<file path="src/hw/rtl/v210bb_pkg.sv">
`timescale 1ns / 1ps
// ----------------------------------------------------------------------------
// V210 bit-bar burner package
// Shared constants, register codes and transaction types for the bit-bar
// burner and its sub-modules.
// ----------------------------------------------------------------------------
package v210bb_pkg;

  // Raster limits; the position counters saturate one below these.
  localparam int MAX_LINE_WORDS = 4096;
  localparam int MAX_LINES      = 4096;
  localparam int COL_W          = $clog2(MAX_LINE_WORDS);
  localparam int LINE_W         = $clog2(MAX_LINES);

  localparam logic [COL_W-1:0]  COL_MAX  = COL_W'(MAX_LINE_WORDS - 1);
  localparam logic [LINE_W-1:0] LINE_MAX = LINE_W'(MAX_LINES - 1);

  // Field widths.
  localparam int WORD_W        = 32;
  localparam int STAMP_LINE_W  = 12;
  localparam int CFG_IDX_W     = 2;
  localparam int LINE_CMP_W    = ((LINE_W > STAMP_LINE_W) ? LINE_W : STAMP_LINE_W) + 1;

  // Box geometry: 4 words carry 6 pixels, and 32 boxes form the bar.
  localparam int BOX_COUNT       = 32;
  localparam int BOX_IDX_W       = $clog2(BOX_COUNT);
  localparam int BOX_PIX_SMALL   = 18;
  localparam int BOX_PIX_LARGE   = 30;
  localparam int BOX_WORDS_SMALL = (BOX_PIX_SMALL / 6) * 4;
  localparam int BOX_WORDS_LARGE = (BOX_PIX_LARGE / 6) * 4;
  localparam int BOX_PIX_W       = 5;

  // V210 component levels.
  localparam logic [9:0] LUMA_WHITE = 10'h3ff;
  localparam logic [9:0] LUMA_BLACK = 10'h000;
  localparam logic [9:0] CHROMA_MID = 10'h200;

  // Four-word groups that repeat across a box, indexed by column modulo 4.
  // Entries are listed from index 3 down to index 0.
  localparam logic [3:0][WORD_W-1:0] WHITE_GROUP = {
    {2'b00, LUMA_WHITE, CHROMA_MID, LUMA_WHITE},
    {2'b00, CHROMA_MID, LUMA_WHITE, CHROMA_MID},
    {2'b00, LUMA_WHITE, CHROMA_MID, LUMA_WHITE},
    {2'b00, CHROMA_MID, LUMA_WHITE, CHROMA_MID}
  };
  localparam logic [3:0][WORD_W-1:0] BLACK_GROUP = {
    {2'b00, LUMA_BLACK, CHROMA_MID, LUMA_BLACK},
    {2'b00, CHROMA_MID, LUMA_BLACK, CHROMA_MID},
    {2'b00, LUMA_BLACK, CHROMA_MID, LUMA_BLACK},
    {2'b00, CHROMA_MID, LUMA_BLACK, CHROMA_MID}
  };

  // Configuration register indexes.
  typedef enum logic [CFG_IDX_W-1:0] {
    CFG_STAMP_VALUE = 2'd0,
    CFG_STAMP_LINE  = 2'd1,
    CFG_LARGE_BOXES = 2'd2
  } cfg_index_t;

  typedef struct packed {
    logic [WORD_W-1:0]       stamp_value;
    logic [STAMP_LINE_W-1:0] stamp_line;
    logic                    large_boxes;
  } cfg_t;

  // Raster position of the word being accepted.
  typedef struct packed {
    logic [LINE_W-1:0] line;
    logic [COL_W-1:0]  col;
  } pos_t;

  // One result transaction.
  typedef struct packed {
    logic [WORD_W-1:0] word;
    logic              frame_start;
    logic              line_end;
    logic              in_stamp;
  } item_t;

endpackage

</file>
<file path="src/hw/rtl/v210bb_pos_track.sv">
`timescale 1ns / 1ps
// ----------------------------------------------------------------------------
// Raster position tracker
// Keeps the line and word column of the next word and presents the position
// of the word currently offered, restarting at the frame start mark.
// ----------------------------------------------------------------------------
module v210bb_pos_track
  import v210bb_pkg::*;
(
  input  logic clk,
  input  logic rst_n,
  input  logic take,
  input  logic frame_start,
  input  logic line_end,
  output pos_t pos
);

  logic [LINE_W-1:0] line_r, line_nxt;
  logic [COL_W-1:0]  col_r, col_nxt;

  // A frame start places this word at the top-left corner.
  always_comb begin
    pos.line = frame_start ? '0 : line_r;
    pos.col  = frame_start ? '0 : col_r;
  end

  // Advance after the word; both counters saturate.
  always_comb begin
    line_nxt = line_r;
    col_nxt  = col_r;
    if (take) begin
      if (line_end) begin
        line_nxt = (pos.line != LINE_MAX) ? pos.line + 1'b1 : pos.line;
        col_nxt  = '0;
      end else begin
        line_nxt = pos.line;
        col_nxt  = (pos.col != COL_MAX) ? pos.col + 1'b1 : pos.col;
      end
    end
  end

  always_ff @(posedge clk) begin
    if (!rst_n) begin
      line_r <= '0;
      col_r  <= '0;
    end else begin
      line_r <= line_nxt;
      col_r  <= col_nxt;
    end
  end

  // The word after a line end always opens at column zero.
  a_col_restart: assert property (@(posedge clk) disable iff (!rst_n)
    take && line_end |=> col_r == '0)
    else $error("column did not restart after line end");

  // A word carrying both marks is line 0, so the next one is line 1.
  a_single_word_line: assert property (@(posedge clk) disable iff (!rst_n)
    take && frame_start && line_end |=> line_r == LINE_W'(1))
    else $error("line count wrong after single-word line");

  // Without an accepted word the position holds.
  a_hold: assert property (@(posedge clk) disable iff (!rst_n)
    !take |=> $stable(line_r) && $stable(col_r))
    else $error("position moved without a transaction");

endmodule

</file>
<file path="src/hw/rtl/v210bb_stamp_gen.sv">
`timescale 1ns / 1ps
// ----------------------------------------------------------------------------
// Box stamp generator
// Decides whether a word lies inside the bar of boxes and, if so, replaces it
// with the white or black group word for the box's bit of the stamp value.
// ----------------------------------------------------------------------------
module v210bb_stamp_gen
  import v210bb_pkg::*;
(
  input  logic              clk,
  input  logic              rst_n,
  input  cfg_t              cfg,
  input  pos_t              pos,
  input  logic [WORD_W-1:0] pixel_word,
  input  logic              frame_start,
  input  logic              line_end,
  output item_t             item
);

  logic [BOX_PIX_W-1:0]  box_pix;
  logic [LINE_CMP_W-1:0] line_ext, start_ext, line_diff;
  logic                  in_rows, in_cols, stamp, bit_sel;
  logic [COL_W-1:0]      col_limit;
  logic [7:0]            quad;
  logic [15:0]           prod3;
  logic [17:0]           prod5;
  logic [BOX_IDX_W-1:0]  box;

  // Row test: stamp_line <= line < stamp_line + box height.
  always_comb begin
    box_pix   = cfg.large_boxes ? BOX_PIX_W'(BOX_PIX_LARGE) : BOX_PIX_W'(BOX_PIX_SMALL);
    line_ext  = LINE_CMP_W'(pos.line);
    start_ext = LINE_CMP_W'(cfg.stamp_line);
    line_diff = line_ext - start_ext;
    in_rows   = (line_ext >= start_ext) && (line_diff < LINE_CMP_W'(box_pix));
  end

  // Column test against the width of all 32 boxes.
  always_comb begin
    col_limit = cfg.large_boxes ? COL_W'(BOX_COUNT * BOX_WORDS_LARGE)
                                : COL_W'(BOX_COUNT * BOX_WORDS_SMALL);
    in_cols   = pos.col < col_limit;
  end

  // Box index: the column in 4-word groups divided by 3 or 5, done by
  // reciprocal multiplication, exact over the column range of the bar.
  always_comb begin
    quad  = pos.col[9:2];
    prod3 = 16'(quad) * 16'd171;
    prod5 = 18'(quad) * 18'd205;
    box   = cfg.large_boxes ? prod5[14:10] : prod3[13:9];
  end

  // Leftmost box carries the most significant bit.
  always_comb begin
    bit_sel          = cfg.stamp_value[BOX_IDX_W'(BOX_COUNT - 1) - box];
    stamp            = in_rows && in_cols;
    item.frame_start = frame_start;
    item.line_end    = line_end;
    item.in_stamp    = stamp;
    if (!stamp) begin
      item.word = pixel_word;
    end else if (bit_sel) begin
      item.word = WHITE_GROUP[pos.col[1:0]];
    end else begin
      item.word = BLACK_GROUP[pos.col[1:0]];
    end
  end

  // A stamped word always lies within the bar's columns.
  a_stamp_cols: assert property (@(posedge clk) disable iff (!rst_n)
    item.in_stamp |-> pos.col < col_limit)
    else $error("stamp outside the bar columns");

  // A stamped word is one of the two group words for its column.
  a_stamp_word: assert property (@(posedge clk) disable iff (!rst_n)
    item.in_stamp |-> (item.word == WHITE_GROUP[pos.col[1:0]]) ||
                      (item.word == BLACK_GROUP[pos.col[1:0]]))
    else $error("stamped word is not a box pattern");

  // Outside the bar the word passes through untouched.
  a_pass: assert property (@(posedge clk) disable iff (!rst_n)
    !item.in_stamp |-> item.word == pixel_word)
    else $error("word altered outside the bar");

endmodule

</file>
<file path="src/hw/rtl/v210bb_out_skid.sv">
`timescale 1ns / 1ps
// ----------------------------------------------------------------------------
// Output register with skid stage
// Holds the result transaction for the receiver and parks one more behind it,
// so that the input stall is driven from a register.
// ----------------------------------------------------------------------------
module v210bb_out_skid
  import v210bb_pkg::*;
(
  input  logic  clk,
  input  logic  rst_n,
  input  logic  in_valid,
  output logic  in_stall,
  input  item_t in_item,
  output logic  out_valid,
  input  logic  out_stall,
  output item_t out_item
);

  logic  out_valid_r, out_valid_nxt;
  logic  skid_valid_r, skid_valid_nxt;
  item_t out_item_r, out_item_nxt;
  item_t skid_item_r, skid_item_nxt;
  logic  in_take, out_take;

  assign in_stall  = skid_valid_r;
  assign out_valid = out_valid_r;
  assign out_item  = out_item_r;
  assign in_take   = in_valid && !skid_valid_r;
  assign out_take  = out_valid_r && !out_stall;

  // Refill the output from the skid stage first, then from the input.
  always_comb begin
    out_valid_nxt  = out_valid_r;
    skid_valid_nxt = skid_valid_r;
    out_item_nxt   = out_item_r;
    skid_item_nxt  = skid_item_r;
    if (skid_valid_r) begin
      if (out_take) begin
        out_item_nxt   = skid_item_r;
        skid_valid_nxt = 1'b0;
      end
    end else if (in_take) begin
      if (!out_valid_r || out_take) begin
        out_item_nxt  = in_item;
        out_valid_nxt = 1'b1;
      end else begin
        skid_item_nxt  = in_item;
        skid_valid_nxt = 1'b1;
      end
    end else if (out_take) begin
      out_valid_nxt = 1'b0;
    end
  end

  always_ff @(posedge clk) begin
    if (!rst_n) begin
      out_valid_r  <= 1'b0;
      skid_valid_r <= 1'b0;
    end else begin
      out_valid_r  <= out_valid_nxt;
      skid_valid_r <= skid_valid_nxt;
    end
  end

  always_ff @(posedge clk) begin
    out_item_r  <= out_item_nxt;
    skid_item_r <= skid_item_nxt;
  end

  // The skid stage is only occupied behind a held output.
  a_skid_behind: assert property (@(posedge clk) disable iff (!rst_n)
    skid_valid_r |-> out_valid_r)
    else $error("skid stage full with output empty");

  // A transaction arriving while the output is held lands in the skid stage.
  a_skid_fill: assert property (@(posedge clk) disable iff (!rst_n)
    in_take && out_valid_r && out_stall |=> skid_valid_r)
    else $error("transaction lost behind a stalled output");

  // When the receiver takes the output and a skid entry waits, output stays valid.
  a_skid_drain: assert property (@(posedge clk) disable iff (!rst_n)
    skid_valid_r && out_take |=> out_valid_r && !skid_valid_r)
    else $error("skid entry not moved to output");

endmodule

</file>
<file path="src/hw/rtl/v210_bit_bar_burner.sv">
`timescale 1ns / 1ps
// ----------------------------------------------------------------------------
// V210 bit-bar burner
// Burns a row of 32 black and white boxes, carrying a 32-bit value, into a
// V210 raster stream; all other words pass through unchanged.
// ----------------------------------------------------------------------------
// Usage:
//   Input channel (in_valid / in_stall) carries one V210 word per transaction
//   with frame start and line end marks. Output channel (out_valid /
//   out_stall) returns exactly one word per input transaction, in order, with
//   both marks copied and out_in_stamp set when the word was replaced.
//   Configuration (cfg_valid / cfg_ready, always ready) writes stamp value,
//   stamp line and box size by index; write only while the stream is idle.
//   An accepted word is registered in the output register. Throughput is
//   one word per cycle while the receiver does not stall: the position and
//   box decode are combinational ahead of the output register.
//   When the receiver stalls, one further transaction is parked in a skid
//   stage and in_stall rises in the following cycle; in_stall is driven
//   straight from that stage's register.
//   Reset clears the line and column counters, the configuration registers
//   and both output stages. A stream without a frame start mark counts on
//   from line 0, column 0.
// ----------------------------------------------------------------------------
module v210_bit_bar_burner
  import v210bb_pkg::*;
(
  input  logic                    clk,
  input  logic                    rst_n,
  // Configuration write channel
  input  logic                    cfg_valid,
  output logic                    cfg_ready,
  input  logic [CFG_IDX_W-1:0]    cfg_index,
  input  logic [WORD_W-1:0]       cfg_data,
  // Input channel
  input  logic                    in_valid,
  output logic                    in_stall,
  input  logic [WORD_W-1:0]       in_pixel_word,
  input  logic                    in_frame_start,
  input  logic                    in_line_end,
  // Output channel
  output logic                    out_valid,
  input  logic                    out_stall,
  output logic [WORD_W-1:0]       out_word,
  output logic                    out_frame_start,
  output logic                    out_line_end,
  output logic                    out_in_stamp
);

  cfg_t  cfg_r, cfg_nxt;
  pos_t  pos;
  item_t new_item, res_item;
  logic  in_take;

  assign cfg_ready = 1'b1;
  assign in_take   = in_valid && !in_stall;

  // Configuration register writes; unknown indexes are ignored.
  always_comb begin
    cfg_nxt = cfg_r;
    if (cfg_valid && cfg_ready) begin
      unique case (cfg_index)
        CFG_STAMP_VALUE: cfg_nxt.stamp_value = cfg_data;
        CFG_STAMP_LINE:  cfg_nxt.stamp_line  = cfg_data[STAMP_LINE_W-1:0];
        CFG_LARGE_BOXES: cfg_nxt.large_boxes = cfg_data[0];
        default:         cfg_nxt = cfg_r;
      endcase
    end
  end

  always_ff @(posedge clk) begin
    if (!rst_n) begin
      cfg_r <= '0;
    end else begin
      cfg_r <= cfg_nxt;
    end
  end

  // Raster position of the offered word.
  v210bb_pos_track u_pos_track (
    .clk         (clk),
    .rst_n       (rst_n),
    .take        (in_take),
    .frame_start (in_frame_start),
    .line_end    (in_line_end),
    .pos         (pos)
  );

  // Box decode and word replacement.
  v210bb_stamp_gen u_stamp_gen (
    .clk         (clk),
    .rst_n       (rst_n),
    .cfg         (cfg_r),
    .pos         (pos),
    .pixel_word  (in_pixel_word),
    .frame_start (in_frame_start),
    .line_end    (in_line_end),
    .item        (new_item)
  );

  // Result register and skid stage.
  v210bb_out_skid u_out_skid (
    .clk       (clk),
    .rst_n     (rst_n),
    .in_valid  (in_valid),
    .in_stall  (in_stall),
    .in_item   (new_item),
    .out_valid (out_valid),
    .out_stall (out_stall),
    .out_item  (res_item)
  );

  assign out_word        = res_item.word;
  assign out_frame_start = res_item.frame_start;
  assign out_line_end    = res_item.line_end;
  assign out_in_stamp    = res_item.in_stamp;

  // After an accepted transaction the output is always valid in the next cycle.
  a_out_after_take: assert property (@(posedge clk) disable iff (!rst_n)
    in_take |=> out_valid)
    else $error("accepted transaction did not reach the output");

  // Input is only stalled while the output is also holding a transaction.
  a_stall_cause: assert property (@(posedge clk) disable iff (!rst_n)
    in_stall |-> out_valid)
    else $error("input stalled with nothing held");

  // A write to a known index changes only that register; checked for a stamp line write.
  a_cfg_line: assert property (@(posedge clk) disable iff (!rst_n)
    cfg_valid && (cfg_index == CFG_STAMP_LINE) |=> $stable(cfg_r.stamp_value))
    else $error("stamp value changed by a stamp line write");

endmodule
</file>
<file path="config.mk">
export PLATFORM = sky130hd
export DESIGN_NAME = v210_bit_bar_burner
export DESIGN_NICKNAME = d
export VERILOG_FILES = /design/src/hw/rtl/v210bb_pkg.sv /design/src/hw/rtl/v210bb_pos_track.sv /design/src/hw/rtl/v210bb_stamp_gen.sv /design/src/hw/rtl/v210bb_out_skid.sv /design/src/hw/rtl/v210_bit_bar_burner.sv
export SDC_FILE = /design/constraint.sdc
export NUM_CORES = 1
export LEC_CHECK = 0
export BUFFER_PORTS_ARGS = -buffer_cell sky130_fd_sc_hd__buf_2
export CORE_AREA = 4 4 170 172
export CTS_CLUSTER_DIAMETER = 30
export DETAILED_ROUTE_END_ITERATION = 10
export DIE_AREA = 0 0 174 176
export HOLD_SLACK_MARGIN = 0.1
export SYNTH_ARGS = -nofsm -noshare
export SYNTH_HDL_FRONTEND = slang
export SYNTH_SLANG_ARGS = --single-unit
</file>
<file path="constraint.sdc">
create_clock -name clk -period 12.2 [get_ports clk]
set_input_delay 1.22 -clock clk [delete_from_list [all_inputs] [get_ports clk]]
set_output_delay 1.22 -clock clk [all_outputs]
set_load 0.01 [all_outputs]
</file>
# Yosys cells after proc, flatten, opt, wreduce, memory -nomap -nowiden
# Cells that the tools add are included.
# classes
add_sub_neg,4
eq_ne,6
n_bitwise,2
magnitude_cmp,5
n_mux,28
reduce_logical,18
n_mul,2
# op_table
cell,n
$mux W35,4
$bmux W32 S2,2
$mux W32,4
$mux W12,6
$add A12 B1 Y12 const B,2
$ne A12 B12 Y1 const B,2
$mul A8 B8 Y15 const B,1
$mul A8 B8 Y14 const B,1
$lt A13 B5 Y1,1
$sub A12 B12 Y13,1
$ge A12 B12 Y1,1
$lt A12 B12 Y1,1
$mux W10,1
$reduce_and A3 Y1,3
$mux W1,8
$lt A5 B6 Y1 const B,1
$reduce_and A2 Y1,3
$reduce_bool A2 Y1,3
$bmux W1 S5,1
$mux W5,1
$sub A5 B5 Y5 const A,1
$logic_and A1 B1 Y1,4
$mux W4,1
$logic_not A1 Y1,3
other kinds (8),9
# word_totals
wordCells,80
register_bits,141

# Logic depth before layout (Yosys ltp)
# depth
depth_word,11
mapped_depth,25

# Modules after synthesis
# Synthesis repeated with hierarchy kept, for this count alone.
# hier_totals
cells_unflattened,964
hier_area_um2,9653.0
# by_module_without_submodules
mod,seq_area_each_um2,area_each_um2,n_inst,cells_per_inst
v210bb_stamp_gen,0.0,3631.0,1,450
v210bb_out_skid,2142.1,2658.8,1,122
v210_bit_bar_burner,900.9,1813.0,1,187
v210bb_pos_track,480.5,1550.2,1,205

# Worst setup path after synthesis
# No wires, ideal clock.
# synth_timing
kind,input -> register
start,in in_frame_start
end,reg u_out_skid.out_item_r (netlist bit u_out_skid.out_item[10]) (data pin)
setup_slack_ns,4.698
setup_time_ns,0.257
arrival_ns,7.245
n_path_buf,5
cell_stages,25
required_ns,11.943
path_cell_list,clkbuf_1 > clkbuf_1 > clkbuf_1 > clkbuf_1 > nor2b_1 > ha_1 > inv_1 > fa_1 > inv_1 > fa_1 > inv_1 > fa_1 > inv_1 > ha_1 > o21a_1 > a21oi_4 > o211ai_2 > a21o_1 > a31oi_4 > mux4_1 > mux2i_1 > mux2i_2 > a22oi_4 > buf_6 > a21oi_2
# synth_rtl
item,line_no,source
"start, declared",v210_bit_bar_burner.sv:38,"input logic in_frame_start,"
"end signal, assigned",v210bb_out_skid.sv:67,out_item_r <= out_item_nxt;
"end, declared",v210bb_out_skid.sv:22,"item_t out_item_r, out_item_nxt;"

==> results.json <==
{
  "die_area_um2": 30600,
  "seq_area_frac_synth_pct": 37.1,
  "peakVddDrop_mv": 0.0674,
  "cts_root_buf": "clkbuf_16",
  "grt_pass1_wl_mm": 35.6,
  "vias": 7191,
  "ctsResizeCount": 0,
  "finalHoldViolations": 0,
  "cts_inserted_buffers": 17,
  "synth_ff_type": "dfxtp_1",
  "path_clk_slew_ns": 0.07,
  "p_leak_nw": 4.99,
  "place_congestion": 0.849,
  "first_pass_iters": 5,
  "fin_crit_ns": 7.81,
  "yosys-top-cells-area": "edfxtp_1 22%, dfxtp_1 15%, ha_1 11%",
  "final_common_cell": "nand2_1",
  "whs_ns": 0.463,
  "diodes": 0,
  "max-slew-margin-rel_pct": 24.3,
  "yosysWarnings": 0,
  "worstHoldPathType": "register to register",
  "ant_nets": 0,
  "htreeDepth": 4,
  "die_h_um": 176,
  "cts_setup_buffers": 0,
  "status": "finished clean",
  "cp_max_fo": 49,
  "ys_types": 67,
  "io_buffers": 109,
  "row_count": 61,
  "overflow": 0,
  "final_area_um2": 10900,
  "fmax_mhz": 128,
  "powerDensity_nw_per_um2": 108,
  "crit_arrival_ns": 7.94,
  "worstReg2RegStart": "u_pos_track.col_r[8]",
  "worst_pin_slew_ns": 1.14,
  "synth_edf_count": 70,
  "start_util_pct": 34.6,
  "ioPinCount": 111,
  "ys_seq_elements": 141,
  "netlist_instances": 1008,
  "crit_path_top_delay_cell": "a22oi_4",
  "final_cell_mix": "159 x nand2_1, 109 x buf_2, 80 x ha_1",
  "nets": 1267,
  "drive_gt1_share_pct": 16.8,
  "fin_skew_ns": 0.00934,
  "hpwl_mm": 15.6,
  "slowest_delay_ns": 0.93,
  "track_usage_pct": 14.1,
  "drc": 0,
  "antenna_found_initial": 0,
  "setup_tns_ns": 0,
  "holdPathStages": 2,
  "tritoncts": "done",
  "setup_viol": 0,
  "die-width_um": 174,
  "min_from": "cfg_r[28]",
  "power_mw": 1.18,
  "area_delta_synth_final_pct": 14.7,
  "post_dp_cell_area_um2": 10300,
  "cts_buffer_depth": 2,
  "r2r_slack_ns": 5.43,
  "path_cells": "buf_2 > nor2b_1 > ha_1 > inv_1 > fa_1 > inv_1 > fa_1 > inv_1 > fa_1 > inv_1 > ha_1 > o21a_1 > a21oi_4 > o211ai_2 > a21o_1 > a31oi_4 > mux4_1 > mux2i_1 > mux2i_2 > a22oi_4 > a21oi_1",
  "crit_path_end_kind": "register",
  "drv_cap": 0,
  "r2r_cells": 20,
  "drv_slew": 0,
  "via_per_inst": 4.96,
  "clkSinkCount": 141,
  "critPathKind": "primary input to register",
  "grt_pass1_vias": 7019,
  "wl_mm": 21.5,
  "cp-start-kind": "primary input",
  "r2r_end": "u_out_skid.out_item[7]",
  "core-area_um2": 27500,
  "grt_max_degree": 75,
  "whs_endpoint": "cfg_r[28]",
  "cts_hold_buf": 0,
  "synth_nets": 1184,
  "syn_avg_cell_area_um2": 9.42,
  "finalCritPeriodShare_pct": 64.1,
  "clk_latency_ns": 0.43,
  "syn_area_um2": 9500,
  "required_ns": 12.32,
  "drt_iter0_drc": 560,
  "cp_common_cell": "inv_1",
  "avgRoutedWirePerCell_um": 14.8,
  "grt_setup_unrepaired": "no",
  "synthDominantCellAreaShare_pct": 22.1,
  "synthArstFlopShare_pct": 0,
  "yosys.area.top_type": "edfxtp_1"
}
==> report_power, final <==
| part | internal, mW | switching [mW] | total, mW |
|---|---|---|---|
| clock | 0.288 | 0.225 | 0.513 |
| sequential | 0.523 | 0.00811 | 0.531 |
| combinational | 0.0567 | 0.0774 | 0.134 |
| total | 0.868 | 0.311 | 1.18 |
==> registers in the layout (all words and copies together) (netlist names) <==
name,count
u_out_skid.skid_item_r,35
u_out_skid.out_item,35
cfg_r,45
u_pos_track.col_r,12
u_out_skid.out_valid,1
u_out_skid.in_stall,1
u_pos_track.line_r,12
==> kinds of logic after synthesis <==
kind of cell,after synthesis,synth area share [%]
DFF,141,37.1
and+or+nand+nor,366,19.1
AOI/OAI and AO/OA,197,14.2
buffers and inverters,128,5.47
xor gates and xnor gates,35,3.23
adders and majority gates,103,15.4
muxes,37,5.56
other,1,0.0395
==> worst max-delay path by stage <==
stage,startpoint,endpoint,slack (ns),depth (start not counted)
2_1_floorplan,in_frame_start,u_out_skid.out_item[10],4.70,25
3_5_place_dp,in_frame_start,u_out_skid.out_item[7],3.98,21
4_1_cts,in_frame_start,u_out_skid.out_item[7],4.39,21
5_1_grt,in_frame_start,u_out_skid.out_item[6],3.88,21
6_report,in_frame_start,u_out_skid.out_item[7],4.39,21
3_3_place_gp,in_frame_start,u_out_skid.out_item[5],4.08,21
==> synth_stat cells, drive strengths merged (3+ instances only) <==
library cell    n
nand2         159
a21oi          95
ha             80
inv            78
nor2b          78
dfxtp          71
edfxtp         70
clkbuf         41
nor2           36
a21boi         34
mux2i          26
fa             23
o21ai          22
xor2           19
nand3          17
xnor2          16
and2           15
and3            9
buf             9
a21o            8
mux4            8
nand4           8
nand2b          7
nor3            7
nor3b           7
a22oi           6
o31ai           6
nand3b          5
nor4            5
o21a            4
a2111oi         3
a31oi           3
mux2            3
nand4b          3
or2             3
==> per-stage QoR <==
step / setup slack [ns] / util, % / instances
3_3_place_gp: 4.08 / 37.5 / 1418
3_5_place_dp: 3.98 / 37.5 / 1418
4_1_cts: 4.39 / 39.6 / 1450
2_1_floorplan: 4.70 / - / 1008
5_1_grt: 3.88 / 39.6 / 1450
6_report: 4.39 / 39.6 / 1450
==> critical path: cells and delay by family <==
| kind | cells | cell delay (ns) |
|---|---|---|
| buf+inv | 5 | 0.86 |
| simple gates | 1 | 0.36 |
| fa+ha+maj | 5 | 2.32 |
| mux | 3 | 0.98 |
| compound gates | 7 | 2.15 |
==> metal layers <==
layer | vias up | track usage (%) | wire, um
li1 | 3638 | - | -
met1 | 3344 | 20.7 | 10900
met2 | 184 | 20.9 | 9200
met3 | 25 | 3.28 | 1090
met4 | 0 | 3.46 | 244
met5 | - | 0 | 0
==> layout make-up <==
class	instances	area, um^2
clock inverters	14	153
inverters	78	293
clock buffers	18	429
flip-flops and latches	141	3520
well taps	346	433
repair buffers	114	583
multi-input cells	739	5480
fillers	2750	16600
No activity file was read; power rests on OpenSTA's default activity.
